**config.mk**
```make
export PLATFORM = sky130hd
export DESIGN_NAME = sdrr_update
export DESIGN_NICKNAME = d
export VERILOG_FILES = /design/src/rtl/sdrr_pkg.sv /design/src/rtl/sdrr_update.sv
export SDC_FILE = /design/constraint.sdc
export NUM_CORES = 1
export LEC_CHECK = 0
export ABC_AREA = 1
export BUFFER_PORTS_ARGS = -buffer_cell sky130_fd_sc_hd__buf_2
export CORE_UTILIZATION = 25
export DETAILED_ROUTE_END_ITERATION = 10
export PLACE_DENSITY = 0.61
export SYNTH_ARGS = -nofsm -noshare
export SYNTH_HDL_FRONTEND = slang
export SYNTH_SLANG_ARGS = --single-unit
```
**constraint.sdc**
```tcl
create_clock -name vclk -period 6.6
set_clock_uncertainty 0.1 [all_clocks]
set_input_delay 0.66 -clock vclk [all_inputs]
set_output_delay 0.66 -clock vclk [all_outputs]
set_load 0.01 [all_outputs]
```
**src/rtl/sdrr_pkg.sv**
```systemverilog
`default_nettype none

package sdrr_pkg;

  // Default configuration of the replacement block.
  localparam int SETS_DEF        = 2048;
  localparam int WAYS_DEF        = 16;
  localparam int LEADER_SETS_DEF = 64;
  localparam int DUEL_BITS_DEF   = 10;
  localparam int SIG_WIDTH_DEF   = 4;

  // Fixed widths of the word fields.
  localparam int SET_IN_W   = 11;
  localparam int PC_W       = 6;
  localparam int WAY_IN_W   = 4;
  localparam int SIG_MAX_W  = 8;
  localparam int WAY_MAX_W  = 5;
  localparam int DEPTH_W    = 2;
  localparam int DUEL_OUT_W = 10;
  localparam int DUEL_EXT_W = 16;
  localparam int PHASE_W    = 5;

  // Compare-and-subtract steps for the modulo reductions. A set index below
  // 2048 is under 32 times the smallest set count, a way index below 16 is
  // under 8 times the smallest way count.
  localparam int SET_STEPS = 5;
  localparam int WAY_STEPS = 3;

  // Two-bit codes for prediction values and reuse counters.
  localparam logic [1:0] RRPV_FAR   = 2'd3;
  localparam logic [1:0] RRPV_NEAR  = 2'd0;
  localparam logic [1:0] REUSE_MAX  = 2'd3;
  localparam logic [1:0] REUSE_INIT = 2'd1;

  typedef enum logic [1:0] {
    ST_CLEAR,
    ST_IDLE,
    ST_UPDATE
  } sdrr_state_e;

  // One accepted access, already reduced to the configured geometry.
  typedef struct packed {
    logic [SET_IN_W-1:0]  set_idx;
    logic [SIG_MAX_W-1:0] sig;
    logic                 hit;
    logic [WAY_IN_W-1:0]  way;
  } sdrr_item_t;

  // Way and prediction value chosen for one access.
  typedef struct packed {
    logic [WAY_MAX_W-1:0] way;
    logic [DEPTH_W-1:0]   depth;
  } sdrr_res_t;

  // Width of one per-set row: prediction values, signatures, reuse counters.
  function automatic int sdrr_row_w(int ways, int sig_width);
    return 2 * ways + sig_width * ways + 2 * (1 << sig_width);
  endfunction

  // Remainder by restoring compare and subtract, valid when x < m << steps.
  function automatic logic [31:0] sdrr_reduce(logic [31:0] x, int m, int steps);
    logic [31:0] r;
    logic [31:0] sub;
    r = x;
    for (int k = steps - 1; k >= 0; k--) begin
      sub = 32'(m) << k;
      if (r >= sub) begin
        r = r - sub;
      end
    end
    return r;
  endfunction

endpackage

`default_nettype wire

```
**src/rtl/sdrr_update.sv**
```systemverilog
`default_nettype none

module sdrr_update import sdrr_pkg::*; #(
  parameter int WAYS        = WAYS_DEF,
  parameter int LEADER_SETS = LEADER_SETS_DEF,
  parameter int DUEL_BITS   = DUEL_BITS_DEF,
  parameter int SIG_WIDTH   = SIG_WIDTH_DEF
) (
  input  wire logic [sdrr_row_w(WAYS, SIG_WIDTH)-1:0] row_i,
  input  wire sdrr_item_t                             item_i,
  input  wire logic [DUEL_BITS-1:0]                   duel_i,
  input  wire logic [PHASE_W-1:0]                     phase_i,
  output logic      [sdrr_row_w(WAYS, SIG_WIDTH)-1:0] row_o,
  output sdrr_res_t                                   res_o,
  output logic      [DUEL_BITS-1:0]                   duel_o,
  output logic      [PHASE_W-1:0]                     phase_o
);

  localparam int WAY_W     = $clog2(WAYS);
  localparam int SIG_COUNT = 1 << SIG_WIDTH;
  localparam int RRPV_W    = 2 * WAYS;
  localparam int SIGS_W    = SIG_WIDTH * WAYS;
  localparam int LIP_END   = LEADER_SETS / 2;
  localparam logic [DUEL_BITS-1:0] DUEL_MID = {1'b0, {(DUEL_BITS-1){1'b1}}};
  localparam logic [DUEL_BITS-1:0] DUEL_MAX = {DUEL_BITS{1'b1}};
  localparam logic [DUEL_BITS-1:0] DUEL_MIN = '0;

  logic [1:0]           rrpv_in  [WAYS];
  logic [SIG_WIDTH-1:0] sig_in   [WAYS];
  logic [1:0]           reuse_in [SIG_COUNT];
  logic [1:0]           rrpv_n   [WAYS];
  logic [SIG_WIDTH-1:0] sig_n    [WAYS];
  logic [1:0]           reuse_n  [SIG_COUNT];

  logic                 lip_lead;
  logic                 bip_lead;
  logic                 use_lip;
  logic [SIG_WIDTH-1:0] new_sig;
  logic [SIG_WIDTH-1:0] sel_sig;
  logic [1:0]           cur_reuse;
  logic                 has3, has2, has1;
  logic [1:0]           top;
  logic [1:0]           age_add;
  logic [WAY_W-1:0]     victim;
  logic [WAY_W-1:0]     hway;
  logic [DEPTH_W-1:0]   depth;

  // Split the row into its fields.
  always_comb begin
    for (int w = 0; w < WAYS; w++) begin
      rrpv_in[w] = row_i[2*w +: 2];
      sig_in[w]  = row_i[RRPV_W + w*SIG_WIDTH +: SIG_WIDTH];
    end
    for (int s = 0; s < SIG_COUNT; s++) begin
      reuse_in[s] = row_i[RRPV_W + SIGS_W + 2*s +: 2];
    end
  end

  // Policy selection from the set's role in the duel.
  assign lip_lead  = 32'(item_i.set_idx) < 32'(LIP_END);
  assign bip_lead  = !lip_lead && (32'(item_i.set_idx) < 32'(LEADER_SETS));
  assign use_lip   = lip_lead || (!bip_lead && (duel_i < DUEL_MID));
  assign new_sig   = item_i.sig[SIG_WIDTH-1:0];
  assign cur_reuse = reuse_in[new_sig];
  assign hway      = WAY_W'(item_i.way);

  // Victim search: the largest prediction value present, lowest way holding it.
  always_comb begin
    has3   = 1'b0;
    has2   = 1'b0;
    has1   = 1'b0;
    victim = '0;
    for (int w = 0; w < WAYS; w++) begin
      has3 = has3 | (rrpv_in[w] == 2'd3);
      has2 = has2 | (rrpv_in[w] == 2'd2);
      has1 = has1 | (rrpv_in[w] == 2'd1);
    end
    top = has3 ? 2'd3 : (has2 ? 2'd2 : (has1 ? 2'd1 : 2'd0));
    for (int w = WAYS - 1; w >= 0; w--) begin
      if (rrpv_in[w] == top) begin
        victim = WAY_W'(w);
      end
    end
    age_add = RRPV_FAR - top;
  end

  // Row update, insertion depth and duel bookkeeping.
  always_comb begin
    for (int w = 0; w < WAYS; w++) begin
      rrpv_n[w] = rrpv_in[w];
      sig_n[w]  = sig_in[w];
    end
    for (int s = 0; s < SIG_COUNT; s++) begin
      reuse_n[s] = reuse_in[s];
    end
    duel_o  = duel_i;
    phase_o = phase_i;
    sel_sig = '0;

    // Signature-guided depth, overridden by the leader policies.
    if (cur_reuse >= 2'd2) begin
      depth = 2'd1;
    end else if (cur_reuse == 2'd1) begin
      depth = 2'd2;
    end else begin
      depth = 2'd3;
    end
    if (use_lip) begin
      depth = RRPV_FAR;
    end else if (bip_lead) begin
      depth   = (phase_i == '0) ? RRPV_NEAR : RRPV_FAR;
      phase_o = phase_i + 1'b1;
    end

    if (item_i.hit) begin
      // Promote the way and credit the signature that filled it.
      rrpv_n[hway] = RRPV_NEAR;
      sel_sig      = sig_in[hway];
      if (reuse_in[sel_sig] != REUSE_MAX) begin
        reuse_n[sel_sig] = reuse_in[sel_sig] + 2'd1;
      end
      if (lip_lead) begin
        if (duel_i != DUEL_MAX) begin
          duel_o = duel_i + 1'b1;
        end
      end else if (bip_lead) begin
        if (duel_i != DUEL_MIN) begin
          duel_o = duel_i - 1'b1;
        end
      end
      depth      = RRPV_NEAR;
      res_o.way  = WAY_MAX_W'(hway);
    end else begin
      // Age the set, penalize the evicted signature and insert the new one.
      for (int w = 0; w < WAYS; w++) begin
        rrpv_n[w] = rrpv_in[w] + age_add;
      end
      sel_sig = sig_in[victim];
      if (reuse_in[sel_sig] != 2'd0) begin
        reuse_n[sel_sig] = reuse_in[sel_sig] - 2'd1;
      end
      sig_n[victim]  = new_sig;
      rrpv_n[victim] = depth;
      res_o.way      = WAY_MAX_W'(victim);
    end
    res_o.depth = depth;
  end

  // Reassemble the row for write-back.
  always_comb begin
    for (int w = 0; w < WAYS; w++) begin
      row_o[2*w +: 2]                            = rrpv_n[w];
      row_o[RRPV_W + w*SIG_WIDTH +: SIG_WIDTH]   = sig_n[w];
    end
    for (int s = 0; s < SIG_COUNT; s++) begin
      row_o[RRPV_W + SIGS_W + 2*s +: 2] = reuse_n[s];
    end
  end

endmodule

`default_nettype wire

```
==> impl_metrics.py, run 1 <==
metrics = {
    "drt": {
        "vias_per_cell": 5.33,
        "final_antenna_violating_net_count": 0,
        "routed_wirelength_microns": 39900,
        "routedWlPerCell_microns": 19.0,
        "dr.pass1.iters": 6,
        "detail_route.iter0.violations": 1048,
        "detail_route.drc_violations": 0,
        "via_count": 11200,
    },
    "synth": {
        "syn_avg_cell_area_sq_um": 4.79,
        "post_synth_instance_area_sq_um": 6630,
        "ys_seq_area_share_pct": 0,
        "yosysWarnings": 0,
        "synthCells": 1383,
        "syn-num-nets": 1573,
        "synthDistinctLibCells": 43,
    },
    "worst_setup_path": {
        "worst_setup_path_startpoint": "row_i[8]",
        "cp-end-kind": "output pin",
        "critPathKind": "in -> out",
        "cp_common_cell": "nand2_1",
        "arrival_ns": 5.92,
        "cp_max_fo": 8,
        "timing.critical_path.slowest_stage_cell": "a2111oi_4",
        "critPathRequiredTime_ns": 5.84,
        "timing.critical_path.slowest_cell_delay_ns": 0.28,
        "setup.worst_path.start_class": "input pin",
    },
    "grt": {
        "grt_first_pass_wirelength_microns": 57900,
        "grt.total_usage_pct": 27.9,
        "grt_max_degree": 62,
        "grt_pass1_vias": 10400,
        "grt_total_ovfl": 0,
        "antenna_found_initial": 3,
    },
    "hold_path": {
        "min-delay-start": "phase_i[4]",
        "min-delay-path-class": "in -> out",
    },
    "sta": {
        "postLayoutSetupSlackWorst_ns": -0.0758,
        "drv_slew": 0,
        "totalNegativeSetupSlack_ns": -0.525,
        "max_slew.worst_pin.slew_ns": 0.820,
        "slew_headroom_pct": 45.2,
        "hold_viol_final": 0,
        "rsz0062_at_grt": "true",
        "max_freq_mhz": 150,
        "fin_crit_ns": 6.68,
        "setup_violations": 18,
        "final_period_utilization_pct": 101,
        "whs_ns": 1.51,
    },
    "placed_design": {
        "post-place-ws_ns": -0.642,
        "dp.cells": 2080,
        "gpl.final_weighted_congestion": 0.990,
        "io_buffers": 307,
        "dp.final_hpwl_microns": 32300,
    },
    "flow_run": {
        "timing.max_cap.violations": 0,
    },
    "finish": {
        "layout-drive-gt1-share_pct": 30.7,
        "fin_cells": 2101,
        "nClkBuffers": 0,
        "seq_area_sq_um": 0,
        "area_growth_syn_to_layout_pct": 49.0,
        "nets": 1956,
        "n_fill_cell": 2966,
        "numSequentialCells": 0,
    },
    "pwr": {
        "vdd_drop_max_mv": 0.0961,
        "power_density_nw_per_um2": 131,
        "leakage_power_total_nw": 5.11,
    },
    "run_status": {
        "status": "finished with violations",
        "violations": "negative setup slack",
    },
    "floorplan": {
        "chipHeight_microns": 165,
        "effective_utilization_at_floorplan_pct": 25.4,
        "die_w_microns": 165,
        "rows": 59,
        "design.portCount": 317,
        "core_sq_um": 26100,
        "fp.dieArea_sq_um": 27200,
    },
}
-- where the power goes --
group | internal (mW) | total, mW | leakage (nW) | switching, mW
logic | 0.473 | 1.29 | 5.11 | 0.821
clock network | 0.0000000406 | 0.0000000406 | 0.0000127 | 0
registers | 0 | 0 | 0 | 0
total | 0.473 | 1.29 | 5.11 | 0.821
-- routing by layer --
layer,routed length [microns],vias to the layer above,GRT usage (%)
li1,-,5376,-
met1,16300,5066,35.5
met2,18700,668,48.3
met3,3570,78,3.42
met4,1290,2,9.34
met5,10,-,0
-- per-stage QoR --
step	cell area (sq um)	power (mW)	utilization, %
global placement	9180	1.09	35.2
floorplan	6630	0.599	-
finish	9880	1.29	37.9
global route	9870	1.38	37.9
detailed placement	9180	1.09	35.2
CTS	9690	1.21	37.2
-- worst max-delay path: cells and delay by family --
kind            cells  cell delay, ns
simple gates       23            1.97
compound gates     11            1.53
fa+ha+maj           2            0.42
buf+inv            12            1.32
-- worst paths after layout --
kind	end	slack [ns]	cells after the start
worst max-delay path	row_o[118]	-0.08	48
worst min-delay path	phase_o[4]	1.51	3
-- logic make-up (layout without fill, tap and decap cells) --
| family | Yosys count | count (layout) | synth area share [%] |
|---|---|---|---|
| compound gates | 478 | 478 | 39.4 |
| xor+xnor | 17 | 17 | 2.25 |
| fa+ha+maj | 23 | 23 | 4.34 |
| buf+inv | 281 | 662 | 16.7 |
| other cells | 1 | 3 | 0.0566 |
| simple gates | 583 | 583 | 37.3 |
-- layout make-up --
cell class         instances  area [sq um]  share of cell area (%)
inverters                229           883                    8.94
well taps                335           419                    4.24
repair buffers           433          2610                    26.4
diodes                     2          5.00                  0.0507
multi-input cells       1102          5960                    60.3
-- layout by cell type (no fill, tap or decap), types with 16 or more instances in the layout --
master     n
nand2_1  330
buf_2    300
inv_1    205
o21ai_0  204
nor2_1   121
buf_4    116
a21oi_1  103
o22ai_1   66
o21ai_1   41
nand3_1   40
nor2_4    23
nand4_1   20
ha_1      20
nand2_2   16
-- synth_stat cells (8+ instances only) --
cell | number | area share (%)
nand2_2 | 10 | 0.94
nand4_1 | 20 | 1.9
nor3_1 | 12 | 0.91
a21oi_1 | 106 | 8.0
nand3_1 | 40 | 3.0
o211ai_1 | 11 | 1.2
nor2_1 | 140 | 7.9
ha_1 | 23 | 4.3
xor2_1 | 12 | 1.6
o21ai_1 | 27 | 2.0
inv_1 | 216 | 12
o22ai_1 | 67 | 6.3
nand2_1 | 341 | 19
inv_2 | 8 | 0.45
clkbuf_1 | 36 | 2.0
o21ai_0 | 233 | 18
-- timing repair --
item / 4_1_cts / 5_1_grt
resized for setup: 105 / 54
gates cloned: 0 / 0
buffers inserted: 17 / 2
setup endpoints to repair: 32 / 33
pin swaps: 41 / 32
hold buffers: 0 / 0
Note: power is estimated with default switching activity, not from simulation.
==> run 2: changes to the inputs <==
--- a/config.mk
+++ b/config.mk
@@ -10,6 +10,7 @@
 export CORE_UTILIZATION = 25
 export DETAILED_ROUTE_END_ITERATION = 10
 export PLACE_DENSITY = 0.61
+export SETUP_SLACK_MARGIN = 0.1
 export SYNTH_ARGS = -nofsm -noshare
 export SYNTH_HDL_FRONTEND = slang
 export SYNTH_SLANG_ARGS = --single-unit
==> run 2 against run 1 <==
Against the previous run:
- largest cell class unchanged
- cell area hardly changed
- first-iteration DRC count is 7.3% lower
- the flow still finishes with violations (negative setup slack)
- wire length rose by 0.27%
==> impl_metrics.py, run 2 (synthesis results as in run 1) <==
metrics = {
    "hold_path": {
        "min_path_cells": 3,
        "min-delay-path-class": "in -> out",
        "min-delay-start": "phase_i[4]",
        "timing.hold.worst_endpoint": "phase_o[4]",
    },
    "cts": {
        "cts_hold_buffers": 0,
    },
    "run_status": {
        "status": "finished with violations",
        "violations": "negative setup slack",
    },
    "grt": {
        "grt.total_usage_pct": 27.9,
        "grt_first_pass_wirelength_microns": 58100,
        "antenna_found_initial": 1,
        "grt_pass1_vias": 10300,
        "grt_max_degree": 62,
        "grt_total_ovfl": 0,
    },
    "drt": {
        "final_antenna_violating_net_count": 0,
        "detail_route.drc_violations": 0,
        "via_count": 11300,
        "dr_wl_met3_microns": 3510,
        "dr.pass1.iters": 5,
        "routedWlPerCell_microns": 19.0,
        "met2RoutedLength_microns": 18800,
        "vias_per_cell": 5.36,
        "detail_route.iter0.violations": 971,
        "wirelength_met1_microns": 16400,
        "routed_wirelength_microns": 40000,
        "highest_layer": "met4",
    },
    "placed_design": {
        "dp.final_hpwl_microns": 32300,
        "io_buffers": 307,
        "gpl.final_weighted_congestion": 0.990,
        "post-place-ws_ns": -0.642,
    },
    "floorplan": {
        "die_w_microns": 165,
        "fp.dieArea_sq_um": 27200,
        "core_sq_um": 26100,
        "design.portCount": 317,
        "chipHeight_microns": 165,
        "rows": 59,
        "effective_utilization_at_floorplan_pct": 25.4,
    },
    "worst_setup_path": {
        "timing.critical_path.slowest_stage_cell": "a2111oi_4",
        "timing.critical_path.slowest_cell_delay_ns": 0.28,
        "arrival_ns": 5.92,
        "critPathRequiredTime_ns": 5.84,
        "cp_common_cell": "nand2_1",
        "critPathKind": "in -> out",
        "cp_max_fo": 8,
        "setup.worst_path.start_class": "input pin",
        "cp-end-kind": "output pin",
    },
    "finish": {
        "finalCoreUtilization_pct": 37.9,
        "area_growth_syn_to_layout_pct": 49.0,
        "seq_area_sq_um": 0,
        "layout-drive-gt1-share_pct": 31.2,
        "layout.cells.most_common_list": "nand2_1, buf_2, inv_1, o21ai_0, nor2_1",
        "leading_cell_type_in_the_layout_fill_and_taps_excluded": "nand2_1",
        "nClkBuffers": 0,
        "numSequentialCells": 0,
        "nets": 1956,
    },
    "sta": {
        "postLayoutSetupSlackWorst_ns": -0.0769,
        "drv_slew": 0,
        "final_period_utilization_pct": 101,
        "max_slew.worst_pin.slew_ns": 0.818,
        "hold_viol_final": 0,
        "slew_headroom_pct": 45.3,
        "fin_crit_ns": 6.68,
        "setup_violations": 16,
        "max_freq_mhz": 150,
        "rsz0062_at_grt": "true",
    },
    "pwr": {
        "vdd_drop_max_mv": 0.0962,
        "power_density_nw_per_um2": 130,
        "leakage_power_total_nw": 5.11,
    },
    "flow_run": {
        "timing.max_cap.violations": 0,
    },
}
[run 2: report_power, final]
part | leakage, nW | total (mW) | switching, mW | internal [mW]
registers | 0 | 0 | 0 | 0
clock network | 0.00000634 | 0.0000000203 | 0 | 0.0000000203
logic | 5.11 | 1.29 | 0.821 | 0.467
total | 5.11 | 1.29 | 0.821 | 0.467
[run 2: layout make-up]
cell class	count	area [sq um]
multi-input combinational	1102	5970
fill	2968	16200
timing repair buffer	433	2610
inverter	229	883
tap	335	419
antenna	1	2.50
[run 2: metal layers]
layer  up-vias  global-route usage [%]
met5         -                       0
li1       5387                       -
met4         0                    8.17
met3        74                    2.91
met2       642                    48.8
met1      5156                    35.8
[run 2: worst max path at each step]
stage | from | to | slack [ns] | cells after the start
floorplan | row_i[7] | row_o[99] | 0.21 | 42
global placement | row_i[7] | row_o[121] | -0.51 | 37
detailed placement | row_i[7] | row_o[113] | -0.64 | 38
CTS | row_i[8] | row_o[121] | -0.007 | 47
global route | row_i[8] | row_o[121] | -0.41 | 47
finish | row_i[8] | row_o[118] | -0.08 | 46
[run 2: timing repair]
action,in CTS,in global routing
endpoints found under the setup margin,32,37
setup buffers,17,2
resized for setup,117,50
pin swaps,48,28
cloned,0,0
[run 2: per-stage QoR]
stage	TNS [ns]	instances	hold slack (ns)	total power, mW	cell area (sq um)
after floorplan	0	1383	1.30	0.599	6630
after global placement	-13.68	2080	1.50	1.09	9180
after detailed placement	-17.73	2080	1.51	1.09	9180
after CTS	-0.00832	2097	1.51	1.22	9720
after global routing	-10.97	2100	1.53	1.38	9880
final	-0.527	2100	1.51	1.29	9880
[run 2: worst max-delay path, delay by kind of cell]
| family | cells | cell delay, ns |
|---|---|---|
| buffers and inverters | 11 | 1.30 |
| AO/OA/AOI/OAI | 11 | 1.54 |
| AND/OR/NAND/NOR | 22 | 1.98 |
| adder cells (fa/ha/maj) | 2 | 0.43 |
==> run 3: changes to the inputs <==
--- a/config.mk
+++ b/config.mk
@@ -6,10 +6,10 @@
 export NUM_CORES = 1
 export LEC_CHECK = 0
 export ABC_AREA = 1
-export BUFFER_PORTS_ARGS = -buffer_cell sky130_fd_sc_hd__buf_2
-export CORE_UTILIZATION = 25
+export BUFFER_PORTS_ARGS = -buffer_cell sky130_fd_sc_hd__clkbuf_2
+export CORE_UTILIZATION = 30
 export DETAILED_ROUTE_END_ITERATION = 10
-export PLACE_DENSITY = 0.61
+export PLACE_DENSITY = 0.69
 export SETUP_SLACK_MARGIN = 0.1
 export SYNTH_ARGS = -nofsm -noshare
 export SYNTH_HDL_FRONTEND = slang
==> run 3 against run 2 <==
Against the previous run:
- cell count fell by 2.7%
- highest routed layer unchanged
- global-route usage increased by 3.4 points
- setup slack got worse by 0.10 ns
- wire length decreased by 6.3%
- via count is 0.82% lower
- sequential share of layout area unchanged
- critical path depth is 2 higher
- clock-buffer cell count stayed put
- the flow still finishes with violations (negative setup slack)
- fmax fell by 1.5%
- non-clock buffer count shrank 2
- largest cell class unchanged
==> impl_metrics.py, run 3 (synthesis results as in run 1) <==
metrics = {
    "finish": {
        "n_fill_cell": 2444,
        "final_design_area_no_fill_sq_um": 9770,
        "numSequentialCells": 0,
        "layout-drive-gt1-share_pct": 30.6,
        "nClkBuffers": 0,
        "area_growth_syn_to_layout_pct": 47.3,
        "seq_area_sq_um": 0,
        "layout.cells.most_common_list": "nand2_1, clkbuf_2, o21ai_0",
        "finalCoreUtilization_pct": 44.9,
        "leading_cell_type_in_the_layout_fill_and_taps_excluded": "nand2_1",
        "nets": 1955,
    },
    "worst_setup_path": {
        "critical_path.top_delay_family": "simple AND/OR/NAND/NOR gates",
        "cp-end-kind": "output pin",
        "critPathRequiredTime_ns": 5.84,
        "timing.critical_path.slowest_stage_cell": "ha_1",
        "setup.worst_path.start_class": "input pin",
        "cp_common_cell": "nand2_1",
        "arrival_ns": 6.02,
        "timing.critical_path.slowest_cell_delay_ns": 0.30,
        "path_buf_inv": 9,
        "critPathKind": "in -> out",
        "cp_max_fo": 7,
    },
    "drt": {
        "detail_route.drc_violations": 0,
        "detail_route.iter0.violations": 962,
        "final_antenna_violating_net_count": 0,
        "vias_per_cell": 5.46,
        "routed_wirelength_microns": 37400,
        "dr.pass1.iters": 5,
        "via_count": 11200,
        "routedWlPerCell_microns": 18.3,
    },
    "pwr": {
        "vdd_drop_max_mv": 0.138,
        "clkPwrFrac_pct": 0,
        "p_sw_share_pct": 62.2,
        "power.net_switching_mw": 0.809,
        "leakage_power_total_nw": 5.17,
        "power_density_nw_per_um2": 133,
        "seq_power_share_pct": 0,
        "p_comb_share_pct": 100.0,
        "intPower_mw": 0.491,
    },
    "floorplan": {
        "fp.dieArea_sq_um": 22700,
        "effective_utilization_at_floorplan_pct": 30.5,
        "rows": 54,
        "die_w_microns": 151,
        "core_sq_um": 21800,
        "design.portCount": 317,
        "chipHeight_microns": 151,
    },
    "hold_path": {
        "min-delay-path-class": "in -> out",
    },
    "sta": {
        "postLayoutSetupSlackWorst_ns": -0.180,
        "setup_violations": 32,
        "fin_crit_ns": 6.78,
        "max_freq_mhz": 147,
        "hold_viol_final": 0,
        "final_period_utilization_pct": 103,
        "drv_slew": 0,
        "rsz0062_at_grt": "true",
        "whs_ns": 1.50,
        "max_slew.worst_pin.slew_ns": 0.956,
        "slew_headroom_pct": 36.2,
    },
    "run_status": {
        "status": "finished with violations",
        "violations": "negative setup slack",
    },
    "grt": {
        "grt_total_ovfl": 0,
        "grt_pass1_vias": 10100,
        "grt_first_pass_wirelength_microns": 55100,
        "grt_max_degree": 67,
        "antenna_found_initial": 1,
        "grt.total_usage_pct": 31.4,
    },
    "placed_design": {
        "gpl.final_weighted_congestion": 1.02,
        "dp.final_hpwl_microns": 30600,
        "io_buffers": 307,
        "post-place-ws_ns": -0.534,
        "place_area_sq_um": 9220,
    },
    "flow_run": {
        "timing.max_cap.violations": 0,
    },
}
[run 3: cell type report]
type                            count  area, sq um  area share (%)
Timing Repair Buffer              431         2640            27.0
Inverter                          229          870            8.90
Tap cell                          280          350            3.59
Antenna cell                        1         2.50          0.0256
Multi-Input combinational cell   1103         5910            60.5
[run 3: per-stage QoR]
stage	instances	TNS [ns]	total power, mW
after floorplan	1383	0	0.599
after global placement	2032	-13.38	1.14
after detailed placement	2032	-15.58	1.14
after CTS	2037	-0.407	1.22
after global routing	2044	-15.72	1.39
final	2044	-3.70	1.30
[run 3: worst paths after layout]
path  startpoint          to  slack, ns  cells after the start
max     row_i[0]  row_o[113]      -0.18                     48
min   phase_i[4]  phase_o[4]       1.50                      3
[run 3: what timing repair did]
item / CTS / global route
cloned: 2 / 1
endpoints found under the hold margin: 0 / 0
setup endpoints to repair: 32 / 32
gates resized for setup: 82 / 70
pin swaps: 24 / 43
hold buffers: 0 / 0
buffers inserted: 3 / 5
[run 3: power by group through the flow]
stage	combinational [mW]	clock, mW	sequential, mW
after floorplan	0.599	0	0
after global placement	1.14	0	0
after detailed placement	1.14	0	0
after CTS	1.22	0	0
after global routing	1.39	0.0000000203	0
final	1.30	0.0000000203	0
[run 3: layer usage]
layer | vias up | wire length [microns] | GRT usage, %
met5 | - | 0 | 0
met4 | 0 | 1820 | 13.3
met3 | 106 | 3350 | 2.12
met2 | 675 | 17200 | 53.1
met1 | 5006 | 15100 | 40.8
li1 | 5380 | - | -
